## config.mk

```make
export PLATFORM = sky130hd
export DESIGN_NAME = trf_ram
export DESIGN_NICKNAME = d
export VERILOG_FILES = /design/src/hw/rtl/tagged_ring_fifo_core_macros.svh /design/src/hw/rtl/trf_ram.sv
export SDC_FILE = /design/constraint.sdc
export NUM_CORES = 1
export LEC_CHECK = 0
export BUFFER_PORTS_ARGS = -buffer_cell sky130_fd_sc_hd__buf_2
export CAP_MARGIN = 20
export CORE_AREA = 3 3 107 109
export DETAILED_ROUTE_END_ITERATION = 8
export DIE_AREA = 0 0 110 112
export PLACE_DENSITY = 0.68
export SLEW_MARGIN = 0
export SYNTH_ARGS = -nofsm -noshare
export SYNTH_HDL_FRONTEND = slang
export SYNTH_SLANG_ARGS = --single-unit
```

## constraint.sdc

```tcl
create_clock -name clock -period 1.89 [get_ports clock]
set_input_delay 0.378 -clock clock [delete_from_list [all_inputs] [get_ports clock]]
set_output_delay 0.378 -clock clock [all_outputs]
set_load 0.05 [all_outputs]
```

## src/hw/rtl/tagged_ring_fifo_core_macros.svh

```systemverilog
// ----------------------------------------------------------------------------
// tagged_ring_fifo_core_macros.svh
// Assertion shorthands shared by the tagged ring FIFO files.
// ----------------------------------------------------------------------------
`ifndef TAGGED_RING_FIFO_CORE_MACROS_SVH
`define TAGGED_RING_FIFO_CORE_MACROS_SVH

// Same-cycle implication, checked out of reset.
`define TRF_ASSERT_IMPLY(label, clk, rst, ante, cons, msg) \
   label: assert property (@(posedge clk) disable iff (rst) (ante) |-> (cons)) \
      else $error(msg);

// Next-cycle implication, checked out of reset.
`define TRF_ASSERT_NEXT(label, clk, rst, ante, cons, msg) \
   label: assert property (@(posedge clk) disable iff (rst) (ante) |=> (cons)) \
      else $error(msg);

`endif

```

## src/hw/rtl/trf_ram.sv

```systemverilog
// ----------------------------------------------------------------------------
// trf_ram
// Simple dual-port RAM, one write and one registered read port.
// ----------------------------------------------------------------------------
module trf_ram #(
   parameter int unsigned WIDTH = 8,
   parameter int unsigned DEPTH = 16
) (
   input  logic                     clock,
   input  logic                     wr_en,
   input  logic [$clog2(DEPTH)-1:0] wr_addr,
   input  logic [WIDTH-1:0]         wr_data,
   input  logic                     rd_en,
   input  logic [$clog2(DEPTH)-1:0] rd_addr,
   output logic [WIDTH-1:0]         rd_data
);

   logic [WIDTH-1:0] mem_ff [DEPTH];
   logic [WIDTH-1:0] rd_data_ff;

   always_ff @(posedge clock) begin
      if (wr_en) begin
         mem_ff[wr_addr] <= wr_data;
      end
      if (rd_en) begin
         rd_data_ff <= mem_ff[rd_addr];
      end
   end

   assign rd_data = rd_data_ff;

endmodule

```

==> run_results.csv, run 1 <==
group,metric,value,unit
final_layout,multiInputGateArea,0.00106,mm²
floorplanning,die_area,0.0123,mm²
logic_synthesis,synthDistinctLibCells,18,
sta,final-setup-viol-count,0,
setup_path,r2r_slack,400,ps
hold_path,hold_depth,1,
cts,insertion_delay,510,ps
hold_path,worstHoldEndpoint,"rd_data[6]",
cts,ctsResizeCount,0,
final_layout,final_area,0.00619,mm²
pwr,ir_worst_vdd,0.562,mV
final_layout,final_common_cell,"edfxtp_1",
cts,clk_pin_slew,60,ps
outcome,status,"finished, final reports clean",
logic_synthesis,synthCells,229,
hold_path,hold_path_class,"in2reg",
cts,cts_buffers,17,
sta,relSlewSlack,0.757,
route,vias,2448,
final_layout,final_nets,306,
floorplanning,core_region_area,0.0107,mm²
setup_path,start_kind,"register",
setup_path,critPathBufInv,1,
job,drv_cap,0,
pwr,p_leak,2.10,nW
grt,top_usage_layer,"met2",
grt,antenna_found_initial,1,
cts,cts_setup_buffers,0,
setup_path,worstPathMaxFanout,1,
sta,skew,4.38,ps
cts,clockBufferDepth,2,
setup_path,cp_slowest_stage_delay,370,ps
logic_synthesis,seq_area_frac_synth,0.781,
grt,grt_usage,0.167,
floorplanning,die-height,112,µm
setup_path,cp.arrival,1170,ps
pwr,power,6.77,mW
setup_path,critPathTopFamily,"flip-flops",
sta,layout_min_cycle_time,1550,ps
final_layout,antenna_cells,0,
route,drt_pre_antenna_iters,4,
sta,fin_tns_setup,0,ps
grt,first_global_vias,2599,
floorplanning,fp-row-count,38,
setup_path,cpMaxStageDelayCell,"edfxtp_1",
setup_path,critPathKind,"reg2out",
sta,hold_viol_final,0,
cts,root_buffer,"clkbuf_8",
setup_path,timing.rr.start,"mem_ff[9][4]",
final_layout,stdcell_count,439,
final_layout,drive_gt1_frac,0.324,
setup_path,critical_path.cell_chain,"buf_2",
route,wl_per_cell,21.2,µm
final_layout,regArea,0.00408,mm²
route,drtIter0Drc,146,
sta,tightest_slew,364,ps
setup_path,r2r_cells,3,
floorplanning,die_w,110,µm
hold_path,min-delay-start,"rd_en",
cts,htree_levels,4,
logic_synthesis,syn_area_per_cell,22.8,µm²
logic_synthesis,syn_nets,248,
route,drc,0,
placed_design,dp_hpwl,6.04,mm
placed_design,dpl_cell_area,0.00564,mm²
final_layout,nFillCells,759,
floorplanning,start_util,0.489,
placed_design,io_buffers,26,
grt,grt_overflow,0,
route,ant_nets,0,
cts,cts_tree,"built",
setup_path,required,1510,ps
route,avgViaCountPerCell,5.58,
cts,cts_sinks,136,
grt,use_met3,0.0539,
sta,slew_viol_final,0,
placed_design,place_inst,408,
sta,max_freq,647,MHz
final_layout,layout_common_cells,"edfxtp_1, buf_2, buf_4",
route,wl,9.30,mm
logic_synthesis,ys.warnings.count,0,
pwr,p_per_area,1090,mW/mm²
grt,grt_util_met2,0.254,
final_layout,areaGrowthSynthToFinish,18.5,%
logic_synthesis,synth-seq-cells,136,
setup_path,r2r_end,"rd_data[4]",
setup_path,end_kind,"output port",
grt,grt_use_met1,0.222,
cts,hold_buffers,0,
grt,grt_pass1_wl,14.3,mm
sta,finalCritPeriodShare,0.818,
logic_synthesis,syn_area,0.00523,mm²
grt,grt_start_max_net_pins,23,
placed_design,place_congestion,0.743,
sta,rsz0062_at_grt,"false",
floorplanning,pin_count,27,
state kept, by name, summed over array words and instances, names as in the netlist:
signal and count:
mem_ff 128, rd_data 8
power breakdown:
group	total [mW]	leakage, nW	internal [mW]	switching [mW]
combinational	0.359	0.603	0.138	0.220
clock	2.99	0.257	1.85	1.15
sequential	3.42	1.24	3.40	0.0174
stage by stage:
stage | worst slack (ps) | util | hold slack, ps
after CTS | 289 | 0.579 | 197
after global routing | 285 | 0.579 | 205
after detailed placement | -31.9 | 0.528 | 750
final | 344 | 0.579 | 233
after floorplan | 19.1 | - | 477
after global placement | -27.6 | 0.528 | 729
worst max-delay path by stage:
stage / from / to / slack (ps) / cells past startpoint
after floorplan: wr_addr[2] / mem_ff[0][0] / 20 / 2
after global placement: rd_addr[0] / rd_data[0] / -30 / 5
after detailed placement: rd_addr[0] / rd_data[4] / -30 / 5
after CTS: rd_data[2] / rd_data[2] / 290 / 1
after global routing: rd_data[2] / rd_data[2] / 290 / 1
final: rd_data[2] / rd_data[2] / 340 / 1
cell type report:
class,instances,area share
clock buffers,17,0.0669
multi-input cells,83,0.171
clock inverters,14,0.0216
flip-flops and latches,136,0.660
repair buffers,49,0.0529
well taps,140,0.0283
kinds of logic after synthesis:
family                 share of synthesized area
muxes                                      0.148
and+or+nand+nor                           0.0314
AOI/OAI and AO/OA                         0.0230
DFF                                        0.781
buffers and inverters                     0.0165
routing by layer:
| layer | share of wire | wire length [µm] |
|---|---|---|
| met1 | 0.42 | 3860 |
| met2 | 0.52 | 4800 |
| met3 | 0.053 | 495 |
| met4 | 0.014 | 131 |
| met5 | 0.00075 | 7 |
cells in the mapped netlist (all sizes together):
cell / n / area share
nand2: 9 / 0.0065
nand2b: 2 / 0.0024
nand3b: 2 / 0.0029
or3b: 1 / 0.0017
nor2: 13 / 0.0093
mux4: 32 / 0.15
and2: 1 / 0.0012
nand3: 1 / 0.00096
a22oi: 16 / 0.023
buf: 7 / 0.011
nor3: 4 / 0.0038
edfxtp: 136 / 0.78
and2b: 1 / 0.0014
clkdlybuf4s25: 3 / 0.0057
nor2b: 1 / 0.0012
(Power assumes the default switching activity.)
==> inputs of run 2 (changes only) <==
- clock period: 1.89 -> 1.3 ns (I/O delays scaled with it)
==> run 2 against run 1 <==
The flow now finishes with violations (setup timing). Total power up 49%. Clock skew up 2.6 ps. Final cell count up 2.1%. Largest power group unchanged.
==> run_results.csv, run 2 (synthesized netlist as in run 1, its figures left out) <==
group,metric,value,unit
outcome,status,"finished with violations",
outcome,failed_checks,"setup timing",
setup_path,required,1560,ps
grt,grt_usage,0.183,
route,wl_met1,4.14,mm
sta,finalCritPeriodShare,1.09,
route,avgViaCountPerCell,5.46,
final_layout,antenna_cells,0,
cts,clk_pin_slew,60,ps
route,wl_met3,642,µm
pwr,pwr-share-clk,0.445,
setup_path,cp.arrival,1680,ps
grt,antenna_found_initial,0,
sta,final-setup-viol-count,16,
pwr,switching_share,0.199,
final_layout,final_common_cell,"edfxtp_1",
placed_design,dpl_cell_area,0.00575,mm²
sta,skew,7.03,ps
pwr,switching_power,2.01,mW
placed_design,dp_hpwl,6.21,mm
pwr,p_per_area,1570,mW/mm²
cts,clockBufferDepth,2,
route,drtIter0Drc,167,
floorplanning,die_w,110,µm
sta,fin_tns_setup,-910,ps
cts,cts_sinks,136,
pwr,internal-power,8.07,mW
cts,insertion_delay,520,ps
route,drt_pre_antenna_iters,4,
final_layout,largest_reg_flops,128,
job,drv_cap,0,
final_layout,stdcell_count,448,
pwr,ir_worst_vdd,0.666,mV
hold_path,hold_path_class,"in2reg",
pwr,power_frac_seq,0.494,
pwr,p_comb_frac,0.061,
grt,grt_start_max_net_pins,25,
placed_design,place_congestion,0.749,
floorplanning,die-height,112,µm
final_layout,final_area,0.00642,mm²
grt,grt_pass1_wl,15.5,mm
final_layout,drive_gt1_frac,0.435,
cts,root_buffer,"clkbuf_8",
cts,cts_tree,"built",
sta,hold_viol_final,0,
sta,tightest_slew,965,ps
floorplanning,fp-row-count,38,
final_layout,areaGrowthSynthToFinish,22.7,%
floorplanning,pin_count,27,
sta,relSlewSlack,0.354,
cts,htree_levels,4,
route,met2RoutedLength,4.90,mm
route,highest_layer,"met4",
floorplanning,start_util,0.489,
setup_path,critPathKind,"reg2reg",
sta,rsz0062_at_grt,"true",
setup_path,start_kind,"register",
route,ant_nets,0,
floorplanning,core_region_area,0.0107,mm²
final_layout,final_nets,314,
route,vias,2444,
pwr,power,10.1,mW
grt,first_global_vias,2615,
pwr,p_leak,2.14,nW
setup_path,worstPathMaxFanout,1,
final_layout,layout_common_cells,"edfxtp_1, mux4_2, buf_4",
placed_design,io_buffers,26,
sta,max_freq,704,MHz
sta,fin_ws,-121,ps
final_layout,regMostFlops,"mem_ff",
grt,grt_overflow,0,
sta,slew_viol_final,0,
placed_design,place_inst,416,
sta,layout_min_cycle_time,1420,ps
final_layout,nFillCells,757,
cts,cts_buffers,17,
setup_path,end_kind,"register",
route,drc,0,
route,wl_per_cell,21.8,µm
route,wl,9.76,mm
floorplanning,die_area,0.0123,mm²
-- run 2: cell types whose count changed in the layout (fill, tap and decap cells not counted), sizes merged --
cell      before  now
clkbuf        17   18
inv            1    0
clkinvlp       5    0
clkinv         6   11
buf           49   57
bufinv         2    3
-- run 2: per-stage QoR --
| step | utilization | hold slack, ps | setup slack (ps) |
|---|---|---|---|
| 2_1_floorplan | - | 359 | -160 |
| 3_3_place_gp | 0.538 | 647 | -528 |
| 3_5_place_dp | 0.538 | 651 | -522 |
| 4_1_cts | 0.599 | 94.8 | -134 |
| 5_1_grt | 0.600 | 99.5 | -166 |
| 6_report | 0.600 | 124 | -121 |
-- run 2: repair_timing --
action                     CTS  global route
hold buffers                 0             0
resized for setup           27             2
setup endpoints to repair   16            16
buffers inserted             0             0
pin swaps                    5             4
-- run 2: cell type report --
class / count / area (µm²) / area share
Clock buffer: 18 / 418 / 0.0651
Clock inverter: 14 / 138 / 0.0215
Multi-Input combinational cell: 83 / 1100 / 0.172
Sequential cell: 136 / 4080 / 0.637
Tap cell: 140 / 175 / 0.0273
Timing Repair Buffer: 57 / 500 / 0.0780
-- run 2: per-layer routing --
layer / global-route usage / up-vias
met5: 0 / -
met4: 0.0748 / 0
met3: 0.0528 / 8
met2: 0.271 / 90
met1: 0.257 / 1246
li1: - / 1100
-- run 2: final timing paths --
path,slack [ps],cells past startpoint,from,to
setup / recovery,-120,3,mem_ff[3][0],rd_data[0]
setup reg to reg,-120,3,mem_ff[3][0],rd_data[0]
hold / removal,120,1,rd_en,rd_data[1]
hold reg to reg,760,3,mem_ff[4][1],rd_data[1]
-- run 2: critical path, cell delays in order (launching register included) --
cell      delay (ps)
edfxtp_1         370
mux4_2           500
a22oi_2          230
nand2_1           70
-- run 2: power by group through the flow --
stage | Sequential [mW] | Clock, mW | Combinational, mW
2_1_floorplan | 5.13 | 0 | 0.276
3_3_place_gp | 5.06 | 0 | 0.566
3_5_place_dp | 5.06 | 0 | 0.577
4_1_cts | 4.98 | 4.56 | 0.627
5_1_grt | 4.98 | 4.75 | 0.669
6_report | 4.98 | 4.48 | 0.619
==> inputs of run 3 (changes only) <==
==> constraint.sdc (replaced) <==
create_clock -name clock -period 1.3 [get_ports clock]
set_input_delay 0.065 -clock clock [delete_from_list [all_inputs] [get_ports clock]]
set_output_delay 0.065 -clock clock [all_outputs]
set_load 0.05 [all_outputs]
==> run 3 against run 2 <==
The flow still finishes with violations (setup timing). Non-clock buffer count is 5 higher. Final cell count up 1.1%. Clock power down 4%. Worst hold slack improved by 5.6 ps. Clock skew fell by 0.96 ps. Worst setup slack better by 2.7 ps. Routed wire length is 1.7% higher. First-iteration DRC count decreased by 1.8%.
==> run_results.csv, run 3 (synthesized netlist as in run 1, its figures left out) <==
group,metric,value,unit
cts,htree_levels,4,
placed_design,place_ws,-292,ps
final_layout,nFillCells,739,
floorplanning,die-height,112,µm
route,ant_nets,0,
final_layout,drive_gt1_frac,0.377,
cts,root_buffer,"clkbuf_8",
floorplanning,die_area,0.0123,mm²
placed_design,dp_hpwl,6.18,mm
sta,skew,6.07,ps
pwr,power,9.87,mW
route,drt_pre_antenna_iters,5,
sta,fin_ws,-118,ps
pwr,internal-power,7.88,mW
hold_path,worstHoldEndpoint,"mem_ff[0][5]",
pwr,p_per_area,1560,mW/mm²
grt,grt_pass1_wl,16.0,mm
setup_path,cpMaxStageDelayCell,"mux4_2",
cts,clk_pin_slew,60,ps
outcome,status,"finished with violations",
pwr,power_frac_seq,0.503,
grt,first_global_vias,2729,
placed_design,place_congestion,0.753,
pwr,ir_worst_vdd,0.817,mV
route,drtIter0Drc,164,
cts,cts_buffers,17,
setup_path,start_kind,"register",
setup_path,timing.rr.start,"mem_ff[7][3]",
setup_path,r2r_slack,-120,ps
route,avgViaCountPerCell,5.54,
grt,grt_overflow,0,
setup_path,cp.arrival,1670,ps
floorplanning,start_util,0.489,
grt,antenna_found_initial,0,
final_layout,antenna_cells,0,
pwr,p_comb_frac,0.060,
setup_path,critical_path.cell_chain,"mux4_2 -> a22oi_2 -> nand2_1",
sta,layout_min_cycle_time,1420,ps
sta,relSlewSlack,0.363,
cts,clockBufferDepth,2,
pwr,switching_share,0.202,
placed_design,io_buffers,26,
floorplanning,fp-row-count,38,
hold_path,min-delay-start,"wr_addr[0]",
route,vias,2509,
setup_path,end_kind,"register",
hold_path,hold_depth,3,
route,wl_per_cell,21.9,µm
setup_path,required,1560,ps
sta,hold_viol_final,0,
route,wl,9.92,mm
sta,rsz0062_at_grt,"true",
grt,grt_usage,0.183,
floorplanning,die_w,110,µm
sta,max_freq,705,MHz
setup_path,critPathKind,"reg2reg",
hold_path,hold_path_class,"in2reg",
final_layout,regArea,0.00408,mm²
grt,grt_start_max_net_pins,23,
final_layout,largest_reg_flops,128,
sta,finalCritPeriodShare,1.09,
cts,insertion_delay,510,ps
outcome,failed_checks,"setup timing",
final_layout,fin_util,0.591,
pwr,p_leak,2.13,nW
setup_path,r2r_end,"rd_data[3]",
setup_path,cp_slowest_stage_delay,490,ps
final_layout,regMostFlops,"mem_ff",
sta,final-setup-viol-count,8,
floorplanning,pin_count,27,
pwr,pwr-share-clk,0.437,
setup_path,r2r_cells,3,
job,drv_cap,0,
setup_path,worstPathMaxFanout,1,
final_layout,final_common_cell,"edfxtp_1",
cts,cts_tree,"built",
cts,cts_sinks,136,
floorplanning,core_region_area,0.0107,mm²
final_layout,layout_common_cells,"edfxtp_1, mux4_2, buf_2",
sta,tightest_slew,953,ps
pwr,switching_power,1.99,mW
final_layout,final_nets,319,
sta,slew_viol_final,0,
final_layout,multiInputGateArea,0.00105,mm²
route,drc,0,
final_layout,areaGrowthSynthToFinish,20.9,%
## run 3: cell count changes in the layout (fill, tap and decap cells not counted), moves of 3 or more
cell	before	now
a22oi_1	4	9
a22oi_2	12	7
buf_12	7	4
buf_2	18	26
buf_6	8	0
clkbuf_1	1	4
clkinv_1	6	2
dlygate4sd3_1	0	9
nor2_1	10	13
nor2_2	3	0
nor3_1	0	3
## run 3: final cells by class
type,count,share of cell area
Sequential cell,136,0.646
Clock buffer,21,0.0679
Multi-Input combinational cell,83,0.167
Timing Repair Buffer,62,0.0748
Tap cell,140,0.0277
Clock inverter,11,0.0168
## run 3: stage by stage
stage,cell area [µm²],setup TNS [ps],hold WS (ps),std cells
2_1_floorplan,5220,-946,164,229
3_3_place_gp,5680,-2220,436,412
3_5_place_dp,5680,-2910,437,412
4_1_cts,6300,-804,108,453
5_1_grt,6320,-1150,128,453
6_report,6320,-680,130,453
## run 3: worst max-delay path by stage
stage,startpoint,to
2_1_floorplan,wr_addr[2],mem_ff[3][0]
3_3_place_gp,rd_addr[0],rd_data[3]
3_5_place_dp,rd_addr[0],rd_data[3]
4_1_cts,mem_ff[6][3],rd_data[3]
5_1_grt,mem_ff[3][3],rd_data[3]
6_report,mem_ff[7][3],rd_data[3]
## run 3: power by group through the flow
stage	logic (mW)	clock network, mW	registers [mW]
floorplan	0.259	0	5.13
global placement	0.544	0	5.05
finish	0.587	4.32	4.97
global route	0.636	4.62	4.97
detailed placement	0.553	0	5.06
CTS	0.589	4.38	4.97
## run 3: per-layer routing
layer / share of wire / up-vias / wire (µm) / track usage
li1: - / 1112 / - / -
met1: 0.41 / 1282 / 4090 / 0.251
met2: 0.52 / 102 / 5110 / 0.292
met3: 0.060 / 13 / 592 / 0.0400
met4: 0.013 / 0 / 127 / 0.0623
met5: 0 / - / 0 / 0
## run 3: worst max-delay path: cells and delay by family (launching register included)
family             cells  cell delay, ps
muxes                  1             490
AOI/OAI and AO/OA      1             230
DFF                    1             360
and+or+nand+nor        1              80
## run 3: timing repair
item,4_1_cts,5_1_grt
setup endpoints to repair,8,8
hold endpoints to repair,136,0
gates resized for setup,9,3
buffers inserted,0,0
pin swaps,5,1
hold buffers,9,0
