`src/hw/rtl/tagged_ring_fifo_core_macros.svh`:
```
// ----------------------------------------------------------------------------
// tagged_ring_fifo_core_macros.svh
// Assertion shorthands shared by the tagged ring FIFO files.
// ----------------------------------------------------------------------------
`ifndef TAGGED_RING_FIFO_CORE_MACROS_SVH
`define TAGGED_RING_FIFO_CORE_MACROS_SVH

// Same-cycle implication, checked out of reset.
`define TRF_ASSERT_IMPLY(label, clk, rst, ante, cons, msg) \
   label: assert property (@(posedge clk) disable iff (rst) (ante) |-> (cons)) \
      else $error(msg);

// Next-cycle implication, checked out of reset.
`define TRF_ASSERT_NEXT(label, clk, rst, ante, cons, msg) \
   label: assert property (@(posedge clk) disable iff (rst) (ante) |=> (cons)) \
      else $error(msg);

`endif

```
`src/hw/rtl/trf_pkg.sv`:
```
// ----------------------------------------------------------------------------
// trf_pkg
// Types and constants of the tagged ring FIFO.
// ----------------------------------------------------------------------------
package trf_pkg;

   localparam int unsigned DEPTH_DEF  = 256;
   localparam int unsigned DATA_W     = 32;
   localparam int unsigned CNT_W      = 9;
   localparam int unsigned CSR_IDX_W  = 1;
   localparam int unsigned CSR_DATA_W = 9;

   localparam logic [CNT_W-1:0] CAP_RESET = CNT_W'(256);

   localparam logic [CSR_IDX_W-1:0] CSR_CAPACITY  = 1'b0;
   localparam logic [CSR_IDX_W-1:0] CSR_OVERWRITE = 1'b1;

   typedef enum logic [2:0] {
      OP_PUSH   = 3'd0,
      OP_POP    = 3'd1,
      OP_PEEK   = 3'd2,
      OP_POP_V  = 3'd3,
      OP_QUERY  = 3'd4,
      OP_UNHIDE = 3'd5,
      OP_CLEAR  = 3'd6
   } trf_op_type;

   typedef struct packed {
      trf_op_type        operation;
      logic [DATA_W-1:0] push_data;
      logic              hide;
   } trf_req_type;

   typedef struct packed {
      logic              ok;
      logic [DATA_W-1:0] read_data;
      logic [CNT_W-1:0]  entry_count;
   } trf_rsp_type;

   typedef struct packed {
      logic [CNT_W-1:0] capacity;
      logic             overwrite_oldest;
   } trf_cfg_type;

   // one memory row: marks and word together
   typedef struct packed {
      logic              hidden;
      logic              visited;
      logic [DATA_W-1:0] word;
   } trf_entry_type;

endpackage

```
`src/hw/rtl/trf_engine.sv`:
```
// ----------------------------------------------------------------------------
// trf_engine
// Pointer/count state and read-modify-write sequencer around the entry RAM.
// ----------------------------------------------------------------------------
module trf_engine import trf_pkg::*; #(
   parameter int unsigned DEPTH = DEPTH_DEF
) (
   input  logic                          clock,
   input  logic                          reset,
   input  trf_cfg_type                   cfg,
   input  logic                          start,
   input  trf_req_type                   req,
   output logic                          busy,
   output logic                          rsp_valid,
   output trf_rsp_type                   rsp,
   output logic                          mem_rd_en,
   output logic [$clog2(DEPTH)-1:0]      mem_rd_addr,
   input  trf_entry_type                 mem_rd_data,
   output logic                          mem_wr_en,
   output logic [$clog2(DEPTH)-1:0]      mem_wr_addr,
   output trf_entry_type                 mem_wr_data
);

   localparam int unsigned AW = $clog2(DEPTH);
   localparam int unsigned LW = (AW + 1 > CNT_W) ? AW + 1 : CNT_W;

   typedef enum logic [2:0] {
      ST_IDLE = 3'b001,
      ST_EXEC = 3'b010,
      ST_FILL = 3'b100
   } trf_state_type;

   trf_state_type    state_ff, state_in;
   trf_req_type      req_ff, req_in;
   logic [AW-1:0]    wr_pos_ff, wr_pos_in;
   logic [AW-1:0]    rd_pos_ff, rd_pos_in;
   logic [CNT_W-1:0] count_ff, count_in;
   logic             rsp_valid_ff, rsp_valid_in;
   trf_rsp_type      rsp_ff, rsp_in;

   logic [LW-1:0]     cap_use;
   logic [AW-1:0]     wr_pos_adv, rd_pos_adv;
   logic              nonempty, room;
   logic              emit;
   logic              ok_c;
   logic [DATA_W-1:0] read_c;

   // capacity clamped to 1..DEPTH
   always_comb begin
      cap_use = LW'(cfg.capacity);
      if (cap_use == '0) begin
         cap_use = LW'(1);
      end else if (cap_use > LW'(DEPTH)) begin
         cap_use = LW'(DEPTH);
      end
   end

   function automatic logic [AW-1:0] advance(input logic [AW-1:0] pos,
                                             input logic [LW-1:0] cap);
      logic [LW-1:0] nxt;
      nxt = LW'(pos) + LW'(1);
      return (nxt >= cap) ? '0 : nxt[AW-1:0];
   endfunction

   assign wr_pos_adv = advance(wr_pos_ff, cap_use);
   assign rd_pos_adv = advance(rd_pos_ff, cap_use);
   assign nonempty   = (count_ff != '0);
   assign room       = (LW'(count_ff) < cap_use);

   // head entry is read at the accept edge; valid throughout ST_EXEC
   assign mem_rd_en   = (state_ff == ST_IDLE) && start;
   assign mem_rd_addr = rd_pos_ff;

   always_comb begin
      state_in     = state_ff;
      req_in       = req_ff;
      wr_pos_in    = wr_pos_ff;
      rd_pos_in    = rd_pos_ff;
      count_in     = count_ff;
      mem_wr_en    = 1'b0;
      mem_wr_addr  = rd_pos_ff;
      mem_wr_data  = mem_rd_data;
      emit         = 1'b0;
      ok_c         = 1'b0;
      read_c       = '0;

      unique case (state_ff)
         ST_IDLE: begin
            if (start) begin
               req_in   = req;
               state_in = ST_EXEC;
            end
         end
         ST_EXEC: begin
            state_in = ST_IDLE;
            emit     = 1'b1;
            unique case (req_ff.operation)
               OP_PUSH: begin
                  if (!room && cfg.overwrite_oldest && nonempty) begin
                     // drop the oldest now, write the new word next cycle
                     mem_wr_en           = 1'b1;
                     mem_wr_data.hidden  = 1'b0;
                     mem_wr_data.visited = 1'b0;
                     rd_pos_in           = rd_pos_adv;
                     count_in            = count_ff - CNT_W'(1);
                     state_in            = ST_FILL;
                     emit                = 1'b0;
                  end else if (room) begin
                     mem_wr_en           = 1'b1;
                     mem_wr_addr         = wr_pos_ff;
                     mem_wr_data.hidden  = req_ff.hide;
                     mem_wr_data.visited = 1'b0;
                     mem_wr_data.word    = req_ff.push_data;
                     wr_pos_in           = wr_pos_adv;
                     count_in            = count_ff + CNT_W'(1);
                     ok_c                = 1'b1;
                  end
               end
               OP_POP: begin
                  if (nonempty && !mem_rd_data.hidden) begin
                     read_c              = mem_rd_data.word;
                     mem_wr_en           = 1'b1;
                     mem_wr_data.visited = 1'b0;
                     rd_pos_in           = rd_pos_adv;
                     count_in            = count_ff - CNT_W'(1);
                     ok_c                = 1'b1;
                  end
               end
               OP_PEEK: begin
                  if (nonempty && !mem_rd_data.hidden) begin
                     read_c              = mem_rd_data.word;
                     mem_wr_en           = 1'b1;
                     mem_wr_data.visited = 1'b1;
                     ok_c                = 1'b1;
                  end
               end
               OP_POP_V: begin
                  if (nonempty && mem_rd_data.visited) begin
                     mem_wr_en           = 1'b1;
                     mem_wr_data.visited = 1'b0;
                     rd_pos_in           = rd_pos_adv;
                     count_in            = count_ff - CNT_W'(1);
                     ok_c                = 1'b1;
                  end
               end
               OP_QUERY: begin
                  ok_c = nonempty && mem_rd_data.visited;
               end
               OP_UNHIDE: begin
                  if (nonempty && mem_rd_data.hidden) begin
                     mem_wr_en          = 1'b1;
                     mem_wr_data.hidden = 1'b0;
                     ok_c               = 1'b1;
                  end
               end
               OP_CLEAR: begin
                  wr_pos_in = '0;
                  rd_pos_in = '0;
                  count_in  = '0;
                  ok_c      = 1'b1;
               end
               default: begin
                  ok_c = 1'b0;
               end
            endcase
         end
         ST_FILL: begin
            state_in            = ST_IDLE;
            emit                = 1'b1;
            mem_wr_en           = 1'b1;
            mem_wr_addr         = wr_pos_ff;
            mem_wr_data.hidden  = req_ff.hide;
            mem_wr_data.visited = 1'b0;
            mem_wr_data.word    = req_ff.push_data;
            wr_pos_in           = wr_pos_adv;
            count_in            = count_ff + CNT_W'(1);
            ok_c                = 1'b1;
         end
         default: begin
            state_in = ST_IDLE;
         end
      endcase

      rsp_valid_in = emit;
      rsp_in       = rsp_ff;
      if (emit) begin
         rsp_in.ok          = ok_c;
         rsp_in.read_data   = read_c;
         rsp_in.entry_count = count_in;
      end
   end

   always_ff @(posedge clock) begin
      if (reset) begin
         state_ff     <= ST_IDLE;
         wr_pos_ff    <= '0;
         rd_pos_ff    <= '0;
         count_ff     <= '0;
         rsp_valid_ff <= 1'b0;
      end else begin
         state_ff     <= state_in;
         wr_pos_ff    <= wr_pos_in;
         rd_pos_ff    <= rd_pos_in;
         count_ff     <= count_in;
         rsp_valid_ff <= rsp_valid_in;
      end
   end

   always_ff @(posedge clock) begin
      req_ff <= req_in;
      rsp_ff <= rsp_in;
   end

   assign busy      = (state_ff != ST_IDLE);
   assign rsp_valid = rsp_valid_ff;
   assign rsp       = rsp_ff;

endmodule

```
`config.mk`:
```
export PLATFORM = sky130hd
export DESIGN_NAME = trf_engine
export DESIGN_NICKNAME = d
export VERILOG_FILES = /design/src/hw/rtl/tagged_ring_fifo_core_macros.svh /design/src/hw/rtl/trf_pkg.sv /design/src/hw/rtl/trf_engine.sv
export SDC_FILE = /design/constraint.sdc
export NUM_CORES = 1
export LEC_CHECK = 0
export ABC_CLOCK_PERIOD_IN_PS = 6650
export BUFFER_PORTS_ARGS = -buffer_cell sky130_fd_sc_hd__buf_2
export CORE_MARGIN = 2
export CORE_UTILIZATION = 57
export DETAILED_ROUTE_END_ITERATION = 16
export HOLD_SLACK_MARGIN = 0.12
export PLACE_DENSITY = 0.95
export SETUP_SLACK_MARGIN = 0.5
export SLEW_MARGIN = 10
export SYNTH_ARGS = -nofsm -noshare
export SYNTH_HDL_FRONTEND = slang
export SYNTH_SLANG_ARGS = --single-unit
```
`constraint.sdc`:
```
create_clock -name clock -period 6.65 [get_ports clock]
set_clock_uncertainty 0.15 [all_clocks]
set_input_delay 1.33 -clock clock [delete_from_list [all_inputs] [get_ports clock]]
set_output_delay 1.33 -clock clock [all_outputs]
set_load 0.02 [all_outputs]
```
==> results.md, run 1 <==
- DP Cell Count: 954
- # IOs: 179
- Max rail drop VDD: 136.2 uV
- Hpwl dp: 13.33 mm
- Run status: complete, no violations
- Row count: 38
- Total number of vias: 5831
- First-pass GRT wire length: 27.10 mm
- Seq/Total Area, Yosys: 0.4695
- Die ar.: 11770 um^2
- Worst Hold Slack: 0.3939 ns
- Final Slew Violations: 0
- Synthesized cell area: 6226 um^2
- Leak Pwr: 3.276 nW
- Post-DP Area: 7217 um^2
- Post-synth top area cell: edfxtp_1
- Total track usage: 0.2997
- Worst Path Required: 5.17 ns
- Slowest CP cell: buf_4
- CP Launch Point: cfg[9]
- Gate Count Post-Synth: 664
- Post-synth EDFFs: 78
- Clock Power Share: 0.292
- Tmin final: 5.603 ns
- Type of the most critical hold path: reg2reg
- Count leader, synth: nand2_1
- Critical path's most frequent cell: nand2_1
- Worst-Skew Late Latency: 0.36 ns
- Worst r2r dst: rsp[32]
- Sw Ratio: 0.2770
- Num CTS Buffers: 9
- CTS Sinks: 107
- Root buf cell: clkbuf_8
- Share of synthesized flip-flops with an asynchronous set or reset: 0
- Power per standard cell area: 176.2 nW/um^2
- CP Buf/Inv Count: 5
- CTS tree: done
- Startpoint types: primary input
- Design area: 7401 um^2
- Combinational share of power: 0.129
- Critical path, cell by cell: buf_2 > clkinv_1 > nand2_1 > ha_1 > nand4_1 > nor3_1 > nor3_1 > buf_4 > nand3_1 > nand2_1 > buf_4 > nand2_1 > nand2_1 > buf_2
- DIE WIDTH: 108.5 um
- Number of cells on the critical path: 14
- Post CTS Setup Buffer Count: 0
- Max-cap viol count: 0
- Syn nets: 777
- CP max stage delay: 0.43 ns
- R2R cell count: 7
- FF+latch count, synth: 107
- Placer Congestion: 0.9995
- ANT nets after route: 0
- Hold_buf cts: 0
- Worst Path Arrival: 4.12 ns
- Ratio of final minimum period to clock period: 0.8426
- Cell-internal power: 0.9430 mW
- Area growth syn-to-layout: 18.87%
- Top post-synthesis cells by count: nand2_1, edfxtp_1, a21oi_1, and2_1, o21ai_0
- H-tree depth: 3
- Area contributors post-synth: edfxtp_1, dfxtp_1, nand2_1, ha_1, and2_1
- Layout cells sized above 1: 0.2711
- Die outline height: 108.5 um
- WL per Instance: 18.22 um
- Vias in the first global route: 5504
- Drt first pass iters: 5
- Post_cts resized: 0
- Fin util: 0.6888
- Starting Density: 0.5794
- CP Class: in2out
- Vias/cell: 6.011
- Non-Filler Instances: 970
- Final setup violating endpoints: 0
- Synth top area share: 0.3762
- Sequential power share: 0.579
- Fmax: 178.5 MHz
- Worst-Margin Slew: 1.167 ns
- RSZ-0062 raised after global routing: no
- Post-synth top flop: edfxtp_1
- # diodes: 0
- FILL cells: 855
- Setup TNS Final: 0 ns
- Antenna violations before repair: 1
- Core area: 10750 um^2
- Crit path max-delay family: simple AND/OR/NAND/NOR gates
- Avg Inst Size Synth: 9.376 um^2
- Setup WS pre-CTS: 1.101 ns
- Setup WS post-layout: 1.047 ns
- Critical Path End: mem_wr_data[10]
- Final wirelength: 17.67 mm
- Synth Warn #: 0
- Port buffer count: 178
- Largest net degree at the start of global routing: 46
- CTS max path bufs: 2
- Violation count after the first detailed-route iteration: 584
- Count of cell types in the netlist: 70
- Reg2reg start: count_ff[7]
- Gr ovfl total: 0
- Sw Pwr: 0.3612 mW
- DRC Markers: 0
- Critical path fanouts, max: 45
- Reg2Reg Setup Slack: 2.82 ns
- Slew headroom: 0.2172
- Nets: 938
- Hold Vio Cnt, Final: 0
- PnR Total Power: 1.304 mW
- Crit. End Element: output port
- Clk pin slew, worst setup/hold paths: 0.11 ns
logic make-up (layout without fill, tap and decap cells):
kind of cell | count (synthesis) | count (layout) | synth area share
buffers and inverters | 52 | 218 | 0.03256
AOI/OAI and AO/OA | 145 | 145 | 0.1606
muxes | 4 | 4 | 0.006632
and+or+nand+nor | 310 | 310 | 0.2480
DFF | 107 | 107 | 0.4695
adders and majority gates | 30 | 30 | 0.06029
xor gates and xnor gates | 16 | 16 | 0.02251
tightest hold or removal path, cell delays in order, from the launching register on:
cell and delay, ns:
dfxtp_1 0.38, nand2_1 0.07, a21oi_1 0.05
worst min-delay path by stage:
| stage | start | cells past startpoint | endpoint | slack (ns) |
|---|---|---|---|---|
| after floorplan | wr_pos_ff[6] | 1 | wr_pos_ff[6] | 0.33 |
| after global placement | mem_rd_addr[7] | 2 | mem_rd_addr[7] | 0.36 |
| after detailed placement | wr_pos_ff[7] | 1 | wr_pos_ff[7] | 0.38 |
| after CTS | mem_rd_addr[7] | 2 | mem_rd_addr[7] | 0.40 |
| after global routing | mem_rd_addr[7] | 2 | mem_rd_addr[7] | 0.42 |
| final | mem_rd_addr[7] | 2 | mem_rd_addr[7] | 0.39 |
flip-flops by register name, indices dropped and copies added (netlist names):
signal / count
req_ff: 36
count_ff: 9
rsp: 42
wr_pos_ff: 8
rsp_valid: 1
state_ff: 3
mem_rd_addr: 8
placed cells by master, fill, tap and decap left out, types with 9 or more instances in the layout:
cell type	count
a21oi_1	33
a31oi_1	18
and2_1	33
and3_1	16
buf_2	178
clkbuf_8	9
dfxtp_1	29
edfxtp_1	78
ha_1	30
inv_1	17
nand2_1	145
nand3_1	27
nor2_1	22
nor3_1	14
o21ai_0	31
xnor2_1	9
per-layer routing:
metal	track usage	up-vias	share of wire
li1	-	2744	-
met1	0.3856	2672	0.38
met2	0.4973	361	0.49
met3	0.04581	54	0.092
met4	0.1401	0	0.037
met5	0	-	0
power by group through the flow:
stage               registers, mW  logic (mW)  clock network, mW
floorplan                   0.766      0.0970                  0
global placement            0.769       0.161                  0
detailed placement          0.770       0.166                  0
CTS                         0.755       0.167              0.386
global route                0.758       0.184              0.407
finish                      0.755       0.168              0.381
layout make-up:
type | instances | area (um^2) | area share
inverters | 18 | 67.56 | 0.009129
flip-flops and latches | 107 | 2923 | 0.3949
well taps | 140 | 175.2 | 0.02367
repair buffers | 184 | 935.9 | 0.1265
multi-input cells | 505 | 3115 | 0.4210
clock buffers | 10 | 127.6 | 0.01724
clock inverters | 6 | 56.30 | 0.007608
(Power assumes the default switching activity.)
==> run 2, diff against run 1 <==
- ABC_CLOCK_PERIOD_IN_PS: 6650 -> 4700
- CORE_UTILIZATION: 57 -> 48
- PLACE_DENSITY: 0.95 -> 0.88
- clock period: 6.65 -> 4.7 ns (I/O delays scaled with it)
==> results.md, run 2 (same netlist as run 1, synthesis figures left out) <==
- Run status: complete, no violations (unchanged)
- Worst Path Required: 3.61 ns (was 5.17 ns)
- Hpwl dp: 13.18 mm (was 13.33 mm)
- Total track usage: 0.2600 (was 0.2997)
- Worst hold path endpoint: wr_pos_ff[5] (was mem_rd_addr[7])
- Starting Density: 0.4934 (was 0.5794)
- Ratio of final minimum period to clock period: 0.9008
- Core area: 12620 um^2 (was 10750 um^2)
- Final wirelength: 20.39 mm (was 17.67 mm)
- DRC Markers: 0 (unchanged)
- Non-Filler Instances: 1034 (was 970)
- CTS tree: done (unchanged)
- CTS max path bufs: 2 (unchanged)
- Gr ovfl total: 0 (unchanged)
- Slew headroom: 0.4003 (was 0.2172)
- Worst-Margin Slew: 0.8926 ns (was 1.167 ns)
- RSZ-0062 raised after global routing: yes (was no)
- Commonest cells after routing, fill and taps aside: buf_2, nand2_1, edfxtp_1, nand2_2, buf_6 (was buf_2, nand2_1, edfxtp_1, a21oi_1, and2_1)
- Worst Path Arrival: 3.14 ns (was 4.12 ns)
- Startpoint types: primary input (unchanged)
- Setup TNS Final: 0 ns (unchanged)
- Design area: 8611 um^2 (was 7401 um^2)
- Die ar.: 13900 um^2 (was 11770 um^2)
- Post-DP Area: 7353 um^2 (was 7217 um^2)
- # IOs: 179 (unchanged)
- Row count: 41 (was 38)
- Die outline height: 117.9 um (was 108.5 um)
- Commonest non-fill, non-tap cell in the layout: buf_2 (unchanged)
- Critical path fanouts, max: 5 (was 45)
- Tmin final: 4.234 ns
- R2R cell count: 11 (was 7)
- Critical path, cell by cell: buf_12 > clkinv_8 > nand2_1 > ha_1 > nand2_1 > a2111oi_4 > a21oi_4 > a31oi_4 > buf_6 > buf_16 > nand2_1 > nand2_1 > buf_6 (was buf_2 > clkinv_1 > nand2_1 > ha_1 > nand4_1 > nor3_1 > nor3_1 > buf_4 > nand3_1 > nand2_1 > buf_4 > nand2_1 > nand2_1 > buf_2)
- CP max stage delay: 0.40 ns (was 0.43 ns)
- Final Slew Violations: 0 (unchanged)
- # diodes: 0 (unchanged)
- DIE WIDTH: 117.9 um (was 108.5 um)
- Reg2Reg Setup Slack: 1.31 ns (was 2.82 ns)
- Port buffer count: 178 (unchanged)
- Nets: 970 (was 938)
- Max rail drop VDD: 194.6 uV (was 136.2 uV)
- FILL cells: 989 (was 855)
- Max-cap viol count: 0 (unchanged)
- Placer Congestion: 0.9419 (was 0.9995)
- WL per Instance: 19.72 um (was 18.22 um)
- Hold Vio Cnt, Final: 0 (unchanged)
- Root buf cell: clkbuf_16 (was clkbuf_8)
- H-tree depth: 3 (unchanged)
- Crit. End Element: output port (unchanged)
- Final setup violating endpoints: 0 (unchanged)
- Violation count after the first detailed-route iteration: 492 (was 584)
- Critical path's most frequent cell: nand2_1 (unchanged)
- Fmax: 236.2 MHz
- Hold Path Depth: 1 (was 2)
- Antenna violations before repair: 0 (was 1)
- Drt first pass iters: 6 (was 5)
- ANT nets after route: 0 (unchanged)
- Power per standard cell area: 249.9 nW/um^2 (was 176.2 nW/um^2)
- CP Class: in2out (unchanged)
- Reg2reg start: count_ff[7] (unchanged)
- Clk pin slew, worst setup/hold paths: 0.07 ns (was 0.11 ns)
- Slowest CP cell: a2111oi_4 (was buf_4)
- PnR Total Power: 2.152 mW (was 1.304 mW)
- Largest net degree at the start of global routing: 37 (was 46)
- Num CTS Buffers: 9 (unchanged)
- Vias in the first global route: 5514 (was 5504)
- Layout cells sized above 1: 0.3840 (was 0.2711)
- Vias/cell: 5.886 (was 6.011)
- Area growth syn-to-layout: 38.30% (was 18.87%)
- Leak Pwr: 3.675 nW (was 3.276 nW)
- Type of the most critical hold path: reg2reg (unchanged)
- DP Cell Count: 995 (was 954)
- Max FFs per register: 42 (unchanged)
- Fin util: 0.6823 (was 0.6888)
- Total number of vias: 6086 (was 5831)
- First-pass GRT wire length: 28.42 mm (was 27.10 mm)
- Worst-Skew Late Latency: 0.36 ns (about the same)
- Worst r2r dst: rsp[4] (was rsp[32])
- Hold path startpoint: wr_pos_ff[5] (was mem_rd_addr[7])
- CTS Sinks: 107 (unchanged)
## run 2: final cells by class
type | count | area [um^2] | share of cell area
Tap cell | 172 | 215.2 | 0.02499
Timing Repair inverter | 1 | 6.256 | 0.0007265
Timing Repair Buffer | 215 | 1570 | 0.1824
Clock inverter | 6 | 72.57 | 0.008428
Inverter | 18 | 80.08 | 0.009300
Clock buffer | 10 | 229.0 | 0.02659
Sequential cell | 107 | 2923 | 0.3394
Multi-Input combinational cell | 505 | 3515 | 0.4082
## run 2: per-stage QoR
step                      hold slack [ns]  worst slack (ns)
final                              0.3885            0.4665
after global placement             0.3774            0.2545
after floorplan                    0.3274            0.5149
after global routing               0.4139            0.3651
after detailed placement           0.3797            0.1536
after CTS                          0.3916            0.4947
## run 2: worst max path at each step
| stage | start | end |
|---|---|---|
| after global routing | cfg[9] | mem_wr_data[21] |
| final | cfg[9] | mem_wr_data[17] |
| after CTS | cfg[9] | mem_wr_addr[1] |
| after detailed placement | cfg[9] | mem_wr_en |
| after floorplan | cfg[9] | rsp[0] |
| after global placement | cfg[9] | mem_wr_en |
## run 2: power by group
group / switching [mW] / internal (mW)
clock network: 0.357 / 0.421
logic: 0.180 / 0.127
registers: 0.0222 / 1.05
## run 2: timing repair
item / 4_1_cts / 5_1_grt
pin swaps: 5 / 52
resized for setup: 11 / 182
gates cloned: 2 / 6
buffers inserted: 8 / 7
hold buffers: 0 / 0
endpoints found under the setup margin: 43 / 43
## run 2: critical path, delay by kind of cell
kind                       cells  cell delay [ns]
AOI/OAI and AO/OA              3             0.80
buffers and inverters          5             0.63
and+or+nand+nor                4             0.43
adders and majority gates      1             0.33
## run 2: layer usage
layer	vias up	part of all wire	global-route usage
met2	354	0.49	0.4190
li1	2817	-	-
met5	-	0	0
met1	2861	0.40	0.3397
met3	54	0.077	0.04457
met4	0	0.032	0.1265
